`src/sv/wrrq_pkg.sv`:
```
// Package for the weighted round-robin run queue: sizes, request and status
// codes, cell control encoding, payload structs and the slice load function.
// No dependencies.
package wrrq_pkg;

   // Queue depth and derived index widths
   localparam int MAX_TASKS = 16;
   localparam int POS_W     = (MAX_TASKS > 1) ? $clog2(MAX_TASKS) : 1;
   localparam int CNT_W     = $clog2(MAX_TASKS + 1);

   // Field widths
   localparam int REQ_W    = 3;
   localparam int ID_W     = 16;
   localparam int WEIGHT_W = 8;
   localparam int SLICE_W  = 18;
   localparam int UNIT_W   = 10;
   localparam int SUM_W    = 12;
   localparam int COUNT_W  = 5;
   localparam int STATUS_W = 2;

   // Request codes
   localparam logic [REQ_W-1:0] REQ_ENQUEUE = 3'd0;
   localparam logic [REQ_W-1:0] REQ_DEQUEUE = 3'd1;
   localparam logic [REQ_W-1:0] REQ_TICK    = 3'd2;
   localparam logic [REQ_W-1:0] REQ_YIELD   = 3'd3;
   localparam logic [REQ_W-1:0] REQ_PICK    = 3'd4;

   // Status codes
   localparam logic [STATUS_W-1:0] STAT_OK       = 2'd0;
   localparam logic [STATUS_W-1:0] STAT_FULL     = 2'd1;
   localparam logic [STATUS_W-1:0] STAT_NOTFOUND = 2'd2;
   localparam logic [STATUS_W-1:0] STAT_NONE     = 2'd3;

   // Cell operations
   localparam logic [2:0] CELL_HOLD   = 3'd0;
   localparam logic [2:0] CELL_NEXT   = 3'd1;  // take neighbor's entry
   localparam logic [2:0] CELL_EXT    = 3'd2;  // take broadcast entry
   localparam logic [2:0] CELL_DEC    = 3'd3;  // count slice down
   localparam logic [2:0] CELL_RELOAD = 3'd4;  // slice from broadcast entry

   typedef struct packed {
      logic [ID_W-1:0]     id;
      logic [WEIGHT_W-1:0] weight;
      logic [SLICE_W-1:0]  slice;
   } entry_type;

   typedef struct packed {
      logic [2:0] op;
      logic       tok_shift;
      logic       tok_clear;
   } cell_ctrl_type;

   typedef struct packed {
      logic [REQ_W-1:0]    req_type;
      logic [ID_W-1:0]     task_id;
      logic [WEIGHT_W-1:0] task_weight;
   } req_payload_type;

   typedef struct packed {
      logic [STATUS_W-1:0] status;
      logic                picked_valid;
      logic [ID_W-1:0]     picked_task;
      logic                resched;
      logic [SUM_W-1:0]    queued_weight;
      logic [COUNT_W-1:0]  task_count;
   } rsp_payload_type;

   function automatic logic [SLICE_W-1:0] load_slice(input logic [UNIT_W-1:0]   unit,
                                                     input logic                reserved,
                                                     input logic [WEIGHT_W-1:0] weight);
      logic [SLICE_W-1:0] prod;
      prod = SLICE_W'(unit) * SLICE_W'(weight);
      return reserved ? '0 : prod;
   endfunction

endpackage

```
`src/sv/wrrq_cell.sv`:
```
// One queue slot: holds a task entry and a search token, shifts from its
// neighbor or loads a broadcast entry. Depends on wrrq_pkg.
module wrrq_cell
   import wrrq_pkg::*;
(
   input  logic            clock,
   input  logic            reset,
   input  cell_ctrl_type   ctrl,
   input  logic [ID_W-1:0] key,
   input  logic            tok_in,
   input  entry_type       next_entry,
   input  entry_type       ext_entry,
   output logic            tok_out,
   output entry_type       entry,
   output logic            hit
);

   entry_type entry_ff, entry_in;
   logic      tok_ff, tok_in_w;

   always_comb begin
      entry_in = entry_ff;
      case (ctrl.op)
         CELL_NEXT:   entry_in = next_entry;
         CELL_EXT:    entry_in = ext_entry;
         CELL_DEC:    entry_in.slice = entry_ff.slice - SLICE_W'(1);
         CELL_RELOAD: entry_in.slice = ext_entry.slice;
         default:     entry_in = entry_ff;
      endcase
   end

   always_comb begin
      tok_in_w = tok_ff;
      if (ctrl.tok_clear) begin
         tok_in_w = 1'b0;
      end else if (ctrl.tok_shift) begin
         tok_in_w = tok_in;
      end
   end

   always_ff @(posedge clock) begin
      entry_ff <= entry_in;
   end

   always_ff @(posedge clock) begin
      if (reset) begin
         tok_ff <= 1'b0;
      end else begin
         tok_ff <= tok_in_w;
      end
   end

   assign tok_out = tok_ff;
   assign entry   = entry_ff;
   assign hit     = tok_ff && (entry_ff.id == key);

endmodule

```
`src/sv/weighted_round_robin_run_queue_unit.sv`:
```
// Weighted round-robin run queue, top level: request sequencer, row of
// wrrq_cell slots, result register and configuration registers.
// Depends on wrrq_pkg and wrrq_cell.
//
// Usage:
//  - req channel (req_valid / req_stall / req_data) carries one request per
//    transaction: enqueue, dequeue, tick, yield or pick.
//  - rsp channel (rsp_valid / rsp_stall / rsp_data) returns exactly one result
//    transaction per request, in order.
//  - csr port (APB style) holds slice_unit at byte 0 and reserved_queue at
//    byte 4; write only while the block is idle. pready is tied high.
//  Sequencing: enqueue, pick and unused codes pass through the execute and
//  output states to the output register. Dequeue, tick and yield first pass a
//  search token down the cell row, one cell per cycle, before those states; on
//  an empty queue they go straight to the output state with not-found status.
//  One request is in flight at a time: the next is accepted only once its
//  result has moved to the output register.
//  A result waiting under rsp_stall sits in the output register while the
//  next request is taken and worked; only a second finished result waits.
//  Reset (synchronous) empties the queue, restores slice_unit to 10 and
//  reserved_queue to 0, and drops any pending result.
module weighted_round_robin_run_queue_unit
   import wrrq_pkg::*;
(
   input  logic            clock,
   input  logic            reset,
   // request channel
   input  logic            req_valid,
   output logic            req_stall,
   input  req_payload_type req_data,
   // result channel
   output logic            rsp_valid,
   input  logic            rsp_stall,
   output rsp_payload_type rsp_data,
   // configuration port
   input  logic            csr_psel,
   input  logic            csr_penable,
   input  logic            csr_pwrite,
   input  logic [2:0]      csr_paddr,
   input  logic [31:0]     csr_pwdata,
   output logic [31:0]     csr_prdata,
   output logic            csr_pready
);

   // sequencer states
   localparam logic [1:0] S_IDLE = 2'd0;
   localparam logic [1:0] S_SCAN = 2'd1;  // token walking the cell row
   localparam logic [1:0] S_EXEC = 2'd2;  // apply the update to the cells
   localparam logic [1:0] S_OUT  = 2'd3;  // hand result to output register

   logic [1:0]       state_ff, state_in;
   req_payload_type  req_ff, req_in;
   logic [POS_W-1:0] pos_ff, pos_in;
   logic [CNT_W-1:0] count_ff, count_in;
   logic [SUM_W-1:0] sum_ff, sum_in;
   rsp_payload_type  res_ff, res_in;
   rsp_payload_type  rsp_data_ff, rsp_data_in;
   logic             rsp_valid_ff, rsp_valid_in;
   logic [UNIT_W-1:0] unit_ff;
   logic             reserved_ff;

   // cell row
   cell_ctrl_type ctrl [MAX_TASKS];
   entry_type     cell_entry [MAX_TASKS];
   entry_type     next_entry [MAX_TASKS];
   logic          tok_chain [MAX_TASKS+1];
   logic [MAX_TASKS-1:0] hit_vec;

   logic             req_accept;
   logic             is_search_req;
   logic             tok_start;
   logic             tok_shift;
   logic             tok_clear;
   logic             found;
   logic             scan_last;
   logic             slot_free;
   entry_type        sel_entry;
   entry_type        ext_entry;
   logic [WEIGHT_W-1:0] mul_weight;
   logic [SLICE_W-1:0]  new_slice;
   logic             is_move;
   logic             queue_full;
   logic             csr_write;

   assign req_stall  = (state_ff != S_IDLE);
   assign req_accept = req_valid && !req_stall;

   assign is_search_req = (req_data.req_type == REQ_DEQUEUE) ||
                          (req_data.req_type == REQ_TICK)    ||
                          (req_data.req_type == REQ_YIELD);

   // token enters cell 0 on accept of a search request on a non-empty queue
   assign tok_start = req_accept && is_search_req && (count_ff != '0);
   assign found     = |hit_vec;
   assign scan_last = (CNT_W'(pos_ff) + CNT_W'(1)) == count_ff;
   assign tok_shift = tok_start || ((state_ff == S_SCAN) && !found && !scan_last);
   assign tok_clear = (state_ff == S_EXEC) || ((state_ff == S_SCAN) && !found && scan_last);

   assign sel_entry  = cell_entry[pos_ff];
   assign queue_full = (count_ff == CNT_W'(MAX_TASKS));
   assign is_move    = (req_ff.req_type == REQ_YIELD) ||
                       ((req_ff.req_type == REQ_TICK) && (sel_entry.slice == '0));

   // single shared slice multiplier
   always_comb begin
      mul_weight = sel_entry.weight;
      if (req_ff.req_type == REQ_ENQUEUE) begin
         mul_weight = req_ff.task_weight;
      end else if (req_ff.req_type == REQ_PICK) begin
         mul_weight = cell_entry[0].weight;
      end
   end

   assign new_slice = load_slice(unit_ff, reserved_ff, mul_weight);

   // broadcast entry: new task on enqueue, relocated task on a move,
   // reloaded slice for the head on pick
   always_comb begin
      ext_entry = sel_entry;
      if (req_ff.req_type == REQ_ENQUEUE) begin
         ext_entry.id     = req_ff.task_id;
         ext_entry.weight = req_ff.task_weight;
         ext_entry.slice  = new_slice;
      end else if ((req_ff.req_type == REQ_TICK) || (req_ff.req_type == REQ_PICK)) begin
         ext_entry.slice = new_slice;
      end
   end

   // per-cell control, each cell decides from its own index
   always_comb begin
      for (int j = 0; j < MAX_TASKS; j++) begin
         ctrl[j].tok_shift = tok_shift;
         ctrl[j].tok_clear = tok_clear;
         ctrl[j].op        = CELL_HOLD;
         if (state_ff == S_EXEC) begin
            case (req_ff.req_type)
               REQ_ENQUEUE: begin
                  if (!queue_full && (CNT_W'(j) == count_ff)) begin
                     ctrl[j].op = CELL_EXT;
                  end
               end
               REQ_DEQUEUE: begin
                  if ((CNT_W'(j) >= CNT_W'(pos_ff)) && (CNT_W'(j + 1) < count_ff)) begin
                     ctrl[j].op = CELL_NEXT;
                  end
               end
               REQ_TICK, REQ_YIELD: begin
                  if (is_move) begin
                     if ((CNT_W'(j) >= CNT_W'(pos_ff)) && (CNT_W'(j + 1) < count_ff)) begin
                        ctrl[j].op = CELL_NEXT;
                     end else if (CNT_W'(j + 1) == count_ff) begin
                        ctrl[j].op = CELL_EXT;
                     end
                  end else if (POS_W'(j) == pos_ff) begin
                     ctrl[j].op = CELL_DEC;
                  end
               end
               REQ_PICK: begin
                  if ((j == 0) && (count_ff != '0) && !reserved_ff) begin
                     ctrl[j].op = CELL_RELOAD;
                  end
               end
               default: ctrl[j].op = CELL_HOLD;
            endcase
         end
      end
   end

   assign tok_chain[0] = tok_start;

   for (genvar g = 0; g < MAX_TASKS; g++) begin : g_cell
      if (g == MAX_TASKS - 1) begin : g_tail
         assign next_entry[g] = '0;
      end else begin : g_mid
         assign next_entry[g] = cell_entry[g+1];
      end

      wrrq_cell u_cell (
         .clock      (clock),
         .reset      (reset),
         .ctrl       (ctrl[g]),
         .key        (req_ff.task_id),
         .tok_in     (tok_chain[g]),
         .next_entry (next_entry[g]),
         .ext_entry  (ext_entry),
         .tok_out    (tok_chain[g+1]),
         .entry      (cell_entry[g]),
         .hit        (hit_vec[g])
      );
   end

   // sequencer
   assign slot_free = !rsp_valid_ff || !rsp_stall;

   always_comb begin
      state_in = state_ff;
      req_in   = req_ff;
      pos_in   = pos_ff;
      count_in = count_ff;
      sum_in   = sum_ff;
      res_in   = res_ff;
      case (state_ff)
         S_IDLE: begin
            if (req_accept) begin
               req_in               = req_data;
               pos_in               = '0;
               res_in.status        = STAT_OK;
               res_in.picked_valid  = 1'b0;
               res_in.picked_task   = '0;
               res_in.resched       = 1'b0;
               res_in.queued_weight = sum_ff;
               res_in.task_count    = COUNT_W'(count_ff);
               if (is_search_req) begin
                  if (count_ff == '0) begin
                     res_in.status = STAT_NOTFOUND;
                     state_in      = S_OUT;
                  end else begin
                     state_in = S_SCAN;
                  end
               end else begin
                  state_in = S_EXEC;
               end
            end
         end
         S_SCAN: begin
            if (found) begin
               state_in = S_EXEC;
            end else if (scan_last) begin
               res_in.status = STAT_NOTFOUND;
               state_in      = S_OUT;
            end else begin
               pos_in = pos_ff + POS_W'(1);
            end
         end
         S_EXEC: begin
            case (req_ff.req_type)
               REQ_ENQUEUE: begin
                  if (queue_full) begin
                     res_in.status = STAT_FULL;
                  end else begin
                     count_in = count_ff + CNT_W'(1);
                     sum_in   = sum_ff + SUM_W'(req_ff.task_weight);
                  end
               end
               REQ_DEQUEUE: begin
                  count_in = count_ff - CNT_W'(1);
                  sum_in   = sum_ff - SUM_W'(sel_entry.weight);
               end
               REQ_TICK: begin
                  res_in.resched = (sel_entry.slice == '0);
               end
               REQ_PICK: begin
                  if ((count_ff == '0) || reserved_ff) begin
                     res_in.status = STAT_NONE;
                  end else begin
                     res_in.picked_valid = 1'b1;
                     res_in.picked_task  = cell_entry[0].id;
                  end
               end
               default: res_in.status = STAT_OK;
            endcase
            res_in.queued_weight = sum_in;
            res_in.task_count    = COUNT_W'(count_in);
            state_in             = S_OUT;
         end
         S_OUT: begin
            if (slot_free) begin
               state_in = S_IDLE;
            end
         end
         default: state_in = S_IDLE;
      endcase
   end

   // output register
   always_comb begin
      rsp_valid_in = rsp_valid_ff;
      rsp_data_in  = rsp_data_ff;
      if ((state_ff == S_OUT) && slot_free) begin
         rsp_valid_in = 1'b1;
         rsp_data_in  = res_ff;
      end else if (rsp_valid_ff && !rsp_stall) begin
         rsp_valid_in = 1'b0;
      end
   end

   always_ff @(posedge clock) begin
      if (reset) begin
         state_ff     <= S_IDLE;
         count_ff     <= '0;
         sum_ff       <= '0;
         rsp_valid_ff <= 1'b0;
      end else begin
         state_ff     <= state_in;
         count_ff     <= count_in;
         sum_ff       <= sum_in;
         rsp_valid_ff <= rsp_valid_in;
      end
   end

   always_ff @(posedge clock) begin
      req_ff      <= req_in;
      pos_ff      <= pos_in;
      res_ff      <= res_in;
      rsp_data_ff <= rsp_data_in;
   end

   assign rsp_valid = rsp_valid_ff;
   assign rsp_data  = rsp_data_ff;

   // configuration registers
   assign csr_write  = csr_psel && csr_penable && csr_pwrite && csr_pready;
   assign csr_pready = 1'b1;

   always_ff @(posedge clock) begin
      if (reset) begin
         unit_ff     <= UNIT_W'(10);
         reserved_ff <= 1'b0;
      end else if (csr_write) begin
         if (csr_paddr[2]) begin
            reserved_ff <= csr_pwdata[0];
         end else begin
            unit_ff <= csr_pwdata[UNIT_W-1:0];
         end
      end
   end

   assign csr_prdata = csr_paddr[2] ? {31'b0, reserved_ff} : {{(32 - UNIT_W){1'b0}}, unit_ff};

endmodule

```
`config.mk`:
```
export PLATFORM = sky130hd
export DESIGN_NAME = weighted_round_robin_run_queue_unit
export DESIGN_NICKNAME = d
export VERILOG_FILES = /design/src/sv/wrrq_pkg.sv /design/src/sv/wrrq_cell.sv /design/src/sv/weighted_round_robin_run_queue_unit.sv
export SDC_FILE = /design/constraint.sdc
export NUM_CORES = 2
export LEC_CHECK = 0
export ABC_AREA = 1
export BUFFER_PORTS_ARGS = -buffer_cell sky130_fd_sc_hd__buf_2
export CAP_MARGIN = 20
export CORE_UTILIZATION = 40
export DETAILED_ROUTE_END_ITERATION = 12
export GPL_TIMING_DRIVEN = 1
export PLACE_DENSITY_LB_ADDON = 0.15
export SLEW_MARGIN = 5
export SYNTH_ARGS = -nofsm -noshare
export SYNTH_HDL_FRONTEND = slang
export SYNTH_SLANG_ARGS = --single-unit
```
`constraint.sdc`:
```
create_clock -name clock -period 19.74 [get_ports clock]
set_clock_uncertainty 0.1 [all_clocks]
set_input_delay 3.948 -clock clock [delete_from_list [all_inputs] [get_ports clock]]
set_output_delay 3.948 -clock clock [all_outputs]
set_load 0.02 [all_outputs]
```
## Word-level counts from Yosys, hierarchy flattened

Index checks and enable logic that the tools add are counted.

| word-level totals | value |
|---|---|
| input bits | 69 |
| register bits | 824 |

| cells by class | value |
|---|---|
| multipliers | 1 |
| $add $sub $neg | 22 |
| mux-type cells | 201 |
| reductions and logical operators | 146 |
| bitwise gates (word level) | 2 |
| order comparisons | 32 |
| eq/ne operators | 135 |

Operators with widths:

| operator | number |
|---|---|
| 18-bit case mux with 3 select lines | 16 |
| 24-bit case mux with 2 select lines | 16 |
| 18-bit by 1-bit subtractor with 18-bit output, second input constant | 16 |
| 16-bit == test | 16 |
| 42-bit binary-select mux with 4-bit select | 1 |
| 2-bit two-way mux | 76 |
| 3-bit case mux with 3 select lines | 15 |
| 3-bit by 2-bit == test with 1-bit output, second input constant | 36 |
| 3-bit two-way mux | 33 |
| 42-bit two-way mux | 2 |
| 35-bit case mux with 2 select lines | 1 |
| 1-bit logical AND | 59 |
| 3-bit by 1-bit == test with 1-bit output, second input constant | 18 |
| 18-bit two-way mux | 3 |
| 3-bit == test, second input constant | 17 |
| 3-bit nonzero test | 17 |
| 4-bit by 5-bit == test with 1-bit output, first input constant | 8 |
| 4-bit by 5-bit less-than comparator with 1-bit output, first input constant | 8 |
| 2-bit nonzero test | 20 |
| 2-bit OR reduction | 19 |
| 37-bit two-way mux | 1 |
| 17-bit two-way mux | 2 |
| 4-bit == test, first input constant | 8 |
| 4-bit >= comparator, first input constant | 7 |
| 57 further kinds | 124 |

## Depth between registers and ports, before layout

| depth | value |
|---|---|
| depth in word-level cells | 13 |
| mapped depth | 39 |

## By module

Synthesis repeated with hierarchy kept, for this count alone.

| second synthesis, totals | value |
|---|---|
| cell total of the unflattened synthesis | 7602 |
| area, all modules | 60255.3 um^2 |

By module, submodules not included:

| module | cells an instance | area each (um^2) | times used | seq. area each (um^2) |
|---|---|---|---|---|
| wrrq_cell at g_cell[11].u_cell ... | 293 | 2707.6 | 10 | 1281.2 |
| weighted_round_robin_run_queue_unit | 2881 | 17174.0 | 1 | 3773.6 |
| wrrq_cell at g_cell[7].u_cell ... | 300 | 2666.3 | 2 | 1281.2 |
| wrrq_cell at g_cell[0].u_cell ... | 293 | 2652.5 | 2 | 1281.2 |
| wrrq_cell at g_cell[9].u_cell | 315 | 2685.1 | 1 | 1281.2 |
| wrrq_cell at g_cell[6].u_cell | 290 | 2682.6 | 1 | 1281.2 |

## Least setup slack after synthesis

Ideal clock, no wire load.

| timing path | value |
|---|---|
| path type | input -> output |
| start | input csr_paddr[2] |
| end | output csr_prdata[0] |
| data arrival time | 4505 ps |
| data required time | 15692 ps |
| buffers on the path | 1 |
| setup slack | 11187 ps |
| stages | 3 |
| cell sequence | clkbuf_1 -> nand2_1 -> o21ai_0 |

| between the ends | value |
|---|---|
| cells in the longest elaborated chain, start to end | 1 |

Ends and longest elaborated chain:

| what | line | source |
|---|---|---|
| start, declared | weighted_round_robin_run_queue_unit.sv:39 | `input logic [2:0] csr_paddr,` |
| 10-bit two-way mux | weighted_round_robin_run_queue_unit.sv:328 | `assign csr_prdata = csr_paddr[2] ? {31'b0, reserved_ff} : {{(32 - UNIT_W){1'b0}}, unit_ff};` |
| end, declared | weighted_round_robin_run_queue_unit.sv:41 | `output logic [31:0] csr_prdata,` |

Every way passes these cells.

==> results.json <==
{
  "worstPathMaxFanout": 87,
  "first_pass_iters": 8,
  "ir_worst_vdd_mv": 0.1937,
  "cts.clk_slew.worst_paths_ns": 0.07,
  "yosysWarnings": 0,
  "drc": 0,
  "internal_power_mw": 4.366,
  "wire_per_inst_um": 23.94,
  "crit_family": "buffers and inverters",
  "relSlewSlack_pct": 15.70,
  "tightest_slew_ns": 1.259,
  "async_reset_ff_share_pct": 0,
  "grt_pass1_vias": 48490,
  "end_kind": "flop",
  "final_net_count": 7426,
  "die_x_um": 374.9,
  "max_stage_delay_ns": 0.87,
  "drv_slew": 0,
  "fin_tns_setup_ns": 0,
  "io_pins": 141,
  "total_power_mw": 8.843,
  "slowest_stage": "o22ai_4",
  "row_count": 136,
  "area_growth_pct": 10.07,
  "io_buffers": 93,
  "power_frac_clock_pct": 22.6,
  "syn_area_um2": 55630,
  "avgSynthCellArea_um2": 7.669,
  "cts_buffer_depth": 3,
  "layout_commonest_cell": "nand2_1",
  "synthXorXnorAreaFrac_pct": 1.669,
  "antenna_found_initial": 8,
  "rsz0062_at_grt": "false",
  "detail-route-antenna-nets": 0,
  "synth_compound_area_share_pct": 17.36,
  "fp.dieArea_um2": 140600,
  "synth_edf_count": 777,
  "grt_max_degree": 158,
  "grt_util_all_layers_pct": 30.23,
  "hold_viol": 0,
  "post_cts_resized": 0,
  "setup_violations": 0,
  "final_cell_mix": "nand2_1, inv_1, edfxtp_1",
  "synth-adder-area-share_pct": 4.656,
  "stdcell_count": 9067,
  "combPwrFrac_pct": 50.8,
  "switchingPower_mw": 4.478,
  "postCtsSetupBuffers": 0,
  "num_vias": 52270,
  "ys_ff_latch": 824,
  "cap_violations": 0,
  "dr.first_iter.drc_count": 6608,
  "synth_cell_types": 56,
  "seqPwrFrac_pct": 26.6,
  "crit_arrival_ns": 10.19,
  "root_buffer": "clkbuf_16",
  "path_buf_inv": 6,
  "critPathLaunchType": "flop",
  "p_leak_nw": 24.60,
  "dp_hpwl_mm": 154.9,
  "initial_utilization_pct": 40.41,
  "fmax_mhz": 102.4,
  "crit_top_cell": "nand2_1",
  "cts-htree-levels": 3,
  "routed_wl_mm": 217.1,
  "cts_tree": "done",
  "synth_top_area_cell": "edfxtp_1",
  "grt_pass1_wl_mm": 319.5,
  "path_class": "flop to flop",
  "core_um2": 137700,
  "ys_seq_area_share_pct": 43.63,
  "gr-total-overflow": 0,
  "switching_share_pct": 50.63,
  "status": "finished clean",
  "yosys-top-cells-area": "edfxtp_1, nand2_1, inv_1",
  "place.gp.congestion": 0.9952,
  "insertion_delay_ns": 0.76,
  "critPathRequiredTime_ns": 20.17,
  "hold-worst-slack_ns": 0.3143,
  "timing.final.crit_share_pct": 49.46,
  "synth_top_family_by_area": "simple AND/OR/NAND/NOR gates",
  "synth_mux_area_share_pct": 0,
  "period_needed_ns": 9.763,
  "ctsHoldBuffers": 0,
  "cts_sinks": 824,
  "yosys_most_used_dff": "edfxtp_1",
  "cts_made_buffers": 99,
  "synth_simple_gate_area_share_pct": 22.65,
  "holdCritPathClass": "flop to flop",
  "drive_gt1_share_pct": 6.455,
  "vias_per_cell": 5.765,
  "synth_top_area_share_pct": 41.94,
  "synth_cells": 7254,
  "fp.dieH_um": 374.9,
  "powerDensity_nw_per_um2": 144.4,
  "placed_cells": 8870
}
-- worst register-to-register path: cells and delay by family, from the launching register on --
kind	cells	cell delay, ns
buf+inv	6	2.82
compound gates	8	2.38
fa+ha+maj	5	2.25
simple gates	12	1.55
flops	1	0.49
-- synth_stat cells (57+ instances only) --
cell type and instances:
edfxtp_1 777, xor2_1 61, inv_1 978, nand2_1 1599
o211ai_1 156, nand3_1 457, buf_2 109, nor3_1 82
o22ai_1 153, clkbuf_1 220, o221ai_1 65, nor2_1 772
a21oi_1 438, o21ai_0 671, nand4_1 57, ha_1 127
-- layer usage --
metal	vias up	track usage (%)	share of wire, %
met5	-	0	0.012
met4	4	9.913	3.3
met3	401	6.122	11
met2	2864	44.23	42
met1	24680	44.21	44
li1	24320	-	-
-- cells by family (layout without fill, tap and decap cells) --
| kind of cell | count (synthesis) | count (layout) |
|---|---|---|
| and+or+nand+nor | 3063 | 3063 |
| AOI/OAI and AO/OA | 1675 | 1675 |
| buffers and inverters | 1407 | 1398 |
| DFF | 824 | 824 |
| adders and majority gates | 177 | 177 |
| xor gates and xnor gates | 106 | 106 |
| other | 2 | 30 |
-- sequential cells by signal, summed over array words and instances, names as in the netlist --
signal                 count
g_cell.u_cell.entry      672
res_ff                    37
rsp_data                  37
req_ff                    27
g_cell.u_cell.tok_out     16
sum_ff                    12
unit_ff                   10
count_ff                   5
pos_ff                     4
state_ff                   2
reserved_ff                1
rsp_valid                  1
-- final cells by class --
class                           instances  area (um^2)
Inverter                             1004         3776
Clock buffer                          122         2636
Tap cell                             1794         2245
Timing Repair Buffer                  207         1406
Multi-Input combinational cell       5044        26050
Antenna cell                            7        17.52
Fill cell                           13720        76430
Clock inverter                         65        827.0
Sequential cell                       824        24270
-- power groups by stage --
stage	Sequential (mW)	Combinational [mW]	Clock [mW]
floorplan	2.34	2.40	0
global placement	2.38	4.29	0
detailed placement	2.38	4.31	0
CTS	2.35	4.32	2.02
global route	2.37	4.74	2.08
finish	2.35	4.49	2.00
-- metrics by stage --
stage	area [um^2]	setup WS (ns)	utilization, %
CTS	61140	10.23	44.42
global route	61220	9.428	44.47
global placement	57660	10.23	41.89
floorplan	55710	11.19	-
detailed placement	57680	10.23	41.90
finish	61230	9.977	44.48
-- final timing paths --
check	startpoint	endpoint	slack (ns)	depth (start not counted)
worst max register to register	pos_ff[0]	g_cell[9].u_cell.entry[16]	9.98	31
worst min-delay path	res_ff[3]	rsp_data[3]	0.31	0
worst max-delay path	pos_ff[0]	g_cell[9].u_cell.entry[16]	9.98	31
worst min register to register	res_ff[3]	rsp_data[3]	0.31	0
No activity file was read; power rests on OpenSTA's default activity.
